$ cat src/rtl/calru_pkg.sv
`timescale 1ns / 1ps

package calru_pkg;

  localparam int MAX_SETS = 1024;
  localparam int MAX_WAYS = 16;

  localparam int SET_W     = $clog2(MAX_SETS);
  localparam int WAY_W     = $clog2(MAX_WAYS);
  localparam int WCNT_W    = $clog2(MAX_WAYS + 1);
  localparam int ADDR_W    = 64;
  localparam int TAG_W     = 63;
  localparam int AGE_W     = 4;
  localparam int CNT_W     = 32;
  localparam int SB_W      = 4;
  localparam int OB_W      = 6;
  localparam int CFG_W     = 6;
  localparam int CFG_IDX_W = 2;
  localparam int SHIFT_W   = 7;

  typedef logic [SET_W-1:0]  set_idx_t;
  typedef logic [WAY_W-1:0]  way_idx_t;
  typedef logic [WCNT_W-1:0] way_cnt_t;
  typedef logic [TAG_W-1:0]  tag_t;
  typedef logic [AGE_W-1:0]  age_t;
  typedef logic [CNT_W-1:0]  cnt_t;

  typedef enum logic [CFG_IDX_W-1:0] {
    CFG_SET_BITS    = 2'd0,
    CFG_OFFSET_BITS = 2'd1,
    CFG_WAYS_IN_USE = 2'd2
  } cfg_reg_t;

  typedef struct packed {
    logic valid;
    tag_t tag;
    age_t age;
  } line_t;

  typedef line_t [MAX_WAYS-1:0] row_t;

  // lookup summary handed from the compare stage to the update stage
  typedef struct packed {
    logic     hit;
    way_idx_t hit_way;
    age_t     hit_age;
    logic     fill;
    way_idx_t fill_way;
    way_idx_t victim_way;
  } look_t;

  function automatic age_t age_inc(input age_t a);
    age_t r;
    r = (a == '1) ? a : a + age_t'(1);
    return r;
  endfunction

  function automatic cnt_t sat_inc(input cnt_t v);
    cnt_t r;
    r = (v == '1) ? v : v + cnt_t'(1);
    return r;
  endfunction

endpackage

$ cat src/rtl/calru_lookup.sv
`timescale 1ns / 1ps

module calru_lookup (
  input  calru_pkg::row_t     row_i,
  input  calru_pkg::tag_t     tag_i,
  input  calru_pkg::way_cnt_t ways_i,
  output calru_pkg::look_t    look_o
);
  import calru_pkg::*;

  logic [MAX_WAYS-1:0] in_use;
  logic [MAX_WAYS-1:0] match;
  logic [MAX_WAYS-1:0] empty;

  way_idx_t nd_way [WAY_W+1][MAX_WAYS];
  age_t     nd_age [WAY_W+1][MAX_WAYS];
  logic     nd_use [WAY_W+1][MAX_WAYS];

  always_comb begin
    for (int w = 0; w < MAX_WAYS; w++) begin
      in_use[w] = way_cnt_t'(w) < ways_i;
      match[w]  = in_use[w] && row_i[w].valid && (row_i[w].tag == tag_i);
      empty[w]  = in_use[w] && !row_i[w].valid;
    end
  end

  // lowest matching way and lowest empty way
  always_comb begin
    look_o.hit      = |match;
    look_o.fill     = |empty;
    look_o.hit_way  = '0;
    look_o.fill_way = '0;
    for (int w = MAX_WAYS - 1; w >= 0; w--) begin
      if (match[w]) begin
        look_o.hit_way = way_idx_t'(w);
      end
      if (empty[w]) begin
        look_o.fill_way = way_idx_t'(w);
      end
    end
    look_o.hit_age    = row_i[look_o.hit_way].age;
    look_o.victim_way = nd_way[WAY_W][0];
  end

  // oldest in-use way, ties go to the higher way
  always_comb begin
    for (int l = 0; l <= WAY_W; l++) begin
      for (int k = 0; k < MAX_WAYS; k++) begin
        nd_way[l][k] = '0;
        nd_age[l][k] = '0;
        nd_use[l][k] = 1'b0;
      end
    end
    for (int k = 0; k < MAX_WAYS; k++) begin
      nd_way[0][k] = way_idx_t'(k);
      nd_age[0][k] = row_i[k].age;
      nd_use[0][k] = in_use[k];
    end
    for (int l = 0; l < WAY_W; l++) begin
      for (int k = 0; k < (MAX_WAYS >> (l + 1)); k++) begin
        if (nd_use[l][2*k+1] &&
            (!nd_use[l][2*k] || nd_age[l][2*k+1] >= nd_age[l][2*k])) begin
          nd_way[l+1][k] = nd_way[l][2*k+1];
          nd_age[l+1][k] = nd_age[l][2*k+1];
        end else begin
          nd_way[l+1][k] = nd_way[l][2*k];
          nd_age[l+1][k] = nd_age[l][2*k];
        end
        nd_use[l+1][k] = nd_use[l][2*k] || nd_use[l][2*k+1];
      end
    end
  end

endmodule

$ cat config.mk
export PLATFORM = sky130hd
export DESIGN_NAME = calru_lookup
export DESIGN_NICKNAME = d
export VERILOG_FILES = /design/src/rtl/calru_pkg.sv /design/src/rtl/calru_lookup.sv
export SDC_FILE = /design/constraint.sdc
export NUM_CORES = 1
export LEC_CHECK = 0
export BUFFER_PORTS_ARGS = -buffer_cell sky130_fd_sc_hd__buf_2
export CELL_PAD_IN_SITES_DETAIL_PLACEMENT = 1
export CELL_PAD_IN_SITES_GLOBAL_PLACEMENT = 2
export CORE_AREA = 2 2 458 460
export DETAILED_ROUTE_END_ITERATION = 10
export DIE_AREA = 0 0 460 462
export PLACE_DENSITY = 0.35
export SYNTH_ARGS = -nofsm -noshare
export SYNTH_HDL_FRONTEND = slang
export SYNTH_SLANG_ARGS = --single-unit
$ cat constraint.sdc
create_clock -name vclk -period 8.75
set_input_delay 0.875 -clock vclk [all_inputs]
set_output_delay 0.875 -clock vclk [all_outputs]
set_load 0.03 [all_outputs]
======== Word-level counts from Yosys, hierarchy flattened ========
Cells that the tools add are included.
word-level totals
  bits in registers ....................... 0
  bits in latches ......................... 0
  memory bits (writable) .................. 0
  bits in read-only memories .............. 0
  memories ................................ 0
operators by class
  add/subtract/negate cells ............... 0
  $mul .................................... 0
  divide/modulo/power cells ............... 0
  magnitude comparators ................... 32
  eq/ne operators ......................... 16
  shifts and indexed selects .............. 0
  mux-type cells .......................... 63
  bitwise operators ....................... 0
  reduce and logical (&&, ||, !) cells .... 125
operators by type and width
  kind                  number
  $eq A63 B63 Y1        16
  $bmux W68 S4          1
  $mux W4               54
  $logic_and A1 B1 Y1   63
  $ge A4 B4 Y1          15
  $lt A4 B5 Y1 const A  8
  $reduce_or A16 Y1     2
  $logic_not A1 Y1      31
  $logic_or A1 B1 Y1    29
  $lt A3 B5 Y1 const A  4
  $lt A1 B5 Y1 const A  2
  $lt A2 B5 Y1 const A  2
  $mux W1               8
  $lt A4 B5 Y1 const B  1

======== Depth between registers and ports, before layout ========
  depth in word-level cells ............... 21
  gate-level depth with buffers ........... 37
  mapped depth without buffers ............ 36

======== Worst setup path before layout ========
No wires, ideal clock.
  path kind ............................... input -> output
  from .................................... input row_i[612] in the netlist's numbering
  to ...................................... output look_o[1] in the netlist's numbering
  data arrival time ....................... 6543 ps
  required time ........................... 7875 ps
  path slack .............................. 1332 ps
  cell stages on the path ................. 30
  path buffers ............................ 0
  path through ............................ inv_1 ha_1 nand2b_1 a21o_1 a21o_1 a21oi_1 nor2_1 mux2_2 ha_1 nand2b_1 a21oi_1 nor2b_1 o21ai_0 a21oi_1 mux2_2 ha_1 a21oi_1 nor2b_1 o21ai_0 a21oi_1 inv_1 nor2_1 a21oi_1 ha_1 nand2b_1 a21o_1 a21o_1 a211oi_1 nor2_1 mux2i_1
RTL lines
  item             RTL line           text
  start, declared  calru_lookup.sv:4  input calru_pkg::row_t row_i,
  end, declared    calru_lookup.sv:7  output calru_pkg::look_t look_o

==> impl_metrics.toml <==
[layout]
regArea_um2 = 0
n_clock_buffer = 0
n_fill_cell = 25300
synthToLayoutAreaGrowth_pct = 63.0
seq_cell_count = 0
drive_gt1_share_pct = 40.7
postLayoutCellArea_um2 = 25900
multiInputGateArea_um2 = 14700
layout.nets = 4624

[sta]
hold_viol = 0
min_period_over_period_pct = 93.9
period_needed_ns = 8.21
fmax_mhz = 122
tightest_slew_ns = 1.48
fin_tns_setup_ns = 0
report.final.slew_viol_count = 1
maxSlewHeadroom_pct = -1.24
rsz0062_at_grt = "false"
setup_viol = 0

[synthesis]
synthCells = 2204
yosys-top-cells-count = "xnor2_1, xor2_1, nand4_1"
yosysTopAreaCell = "xnor2_1"
synthesis.nets = 3419
avgSynthCellArea_um2 = 7.20
ys_warn_count = 0
synth_top_area_share_pct = 28.5
synthTopCellsByArea = "xnor2_1, xor2_1, nand4_1"
yosysMostFrequentCell = "xnor2_1"
yosysUniqueCellTypes = 81
yosysSeqAreaShare_pct = 0
syn_area_um2 = 15900

[power_and_ir_drop]
powerDensity_nw_per_um2 = 68.4
ir_drop_mv = 0.0567
p_leak_nw = 10.6

[setup_path]
cp_slowest_cell = "a21oi_1"
crit_arrival_ns = 7.34
start_kind = "primary input"
crit_fanout = 9
crit_type = "in2out"
required_ns = 7.88
critPathMaxStageDelay_ns = 0.55
cp_common_cell = "a21oi_1"
cp-end-kind = "primary output"

[grt]
track_usage_pct = 23.3
grt-ovfl-total = 0
grt_pass1_wl_mm = 312
grt_pass1_vias = 25300
antenna_found_initial = 228
grt_start_max_net_pins = 24

[floorplanning]
start_util_pct = 7.63
dieArea_um2 = 213000
fp-row-count = 168
die_y_um = 462
io_pins = 1174
die_x_um = 460
core_area_um2 = 208000

[hold_path]
hold_class = "in2out"

[placement]
place_area_um2 = 25700
numPortBuffers = 1174
gp_congestion = 0.852
dp_hpwl_mm = 231

[routing]
drcViolationCount = 0
wl_per_cell_um = 41.9
dr.pass1.iters = 5
drt_iter0_markers = 1725
ant_nets = 0
via_per_inst = 3.89
vias = 24000
routed_wirelength_mm = 259

[clock_network]
hold_buffers = 0
cts_post_setup_buffers_inserted = 0
ctsResizeCount = 0

[outcome]
violations = "max-capacitance violations, max-slew violations"
outcome = "complete, but fails checks"

[flow_run]
maxCapViolCount = 1
## layout by cell type, fill, tap and decap left out, types with 6 or more instances in the layout
cell type  Yosys  routed
a221o_1       11      11
o2bb2ai_1     41      41
buf_4         14     161
nor4_1       111     105
a21oi_1       54      53
and2_1         6       6
o2111ai_1     27      27
nand2b_1      93      93
o22ai_1       59      59
ha_1          59      59
inv_1        128     128
or4_1          8       8
diode_2        0      55
nor3_1        33      33
nor2_1        98      96
xnor2_1      517     517
buf_2        106    1174
o211ai_1       6       6
nand2_1       67      67
o221ai_1      15      15
inv_2         14      14
and3_1         7       7
nor4b_1        6       6
nand3_1       28      28
mux2_2         9       9
nor2b_1       19      19
nor4_2         2       8
xor2_1       250     250
o21ai_0       45      45
a22o_1        23      23
nand4_1      147     147
mux2i_1       48      48
a221oi_1      21      21
a21o_1        24      24
## layout make-up
type	count	share of cell area, %
repair buffers	1337	27.5
diodes	55	0.532
well taps	2720	13.1
inverters	144	2.10
multi-input cells	1926	56.7
## power breakdown
| group | leakage [nW] | switching, mW | internal, mW |
|---|---|---|---|
| logic | 10.6 | 1.11 | 0.659 |
| clock network | 0.000352 | 0 | 0.000000682 |
| registers | 0 | 0 | 0 |
## metrics by stage
step,setup WS [ns],util (%),cells,hold slack (ns),total power [mW]
5_1_grt,0.0362,12.4,6146,2.28,1.89
3_3_place_gp,0.198,12.4,6127,2.26,1.80
3_5_place_dp,0.235,12.4,6127,2.26,1.80
2_1_floorplan,1.33,-,2204,1.92,0.763
4_1_cts,0.215,12.4,6127,2.26,1.81
6_report,0.537,12.4,6182,2.25,1.77
## critical path, delay by kind of cell
kind / cells / cell delay (ns)
multiplexers: 2 / 0.59
buffers and inverters: 5 / 0.79
AO/OA/AOI/OAI: 14 / 2.88
AND/OR/NAND/NOR: 10 / 1.14
adder cells (fa/ha/maj): 4 / 1.05
## per-layer routing
metal / track usage (%) / share of wire [%]
met5: 0 / 0.35
met4: 4.04 / 2.6
met3: 4.81 / 6.2
met2: 43.3 / 51
met1: 27.6 / 40
## cell families after synthesis
group / after synthesis / synth area share (%)
buffers and inverters: 278 / 8.00
AOI/OAI and AO/OA: 384 / 17.7
muxes: 59 / 3.83
xor gates and xnor gates: 767 / 42.3
adders and majority gates: 59 / 4.65
and+or+nand+nor: 657 / 23.5
## final timing paths
path   endpoint  slack [ns]        from  depth (start not counted)
max   look_o[1]        0.54  row_i[612]                         35
min   look_o[4]        2.25   row_i[67]                          4
Power figures use the tool's default switching activity.
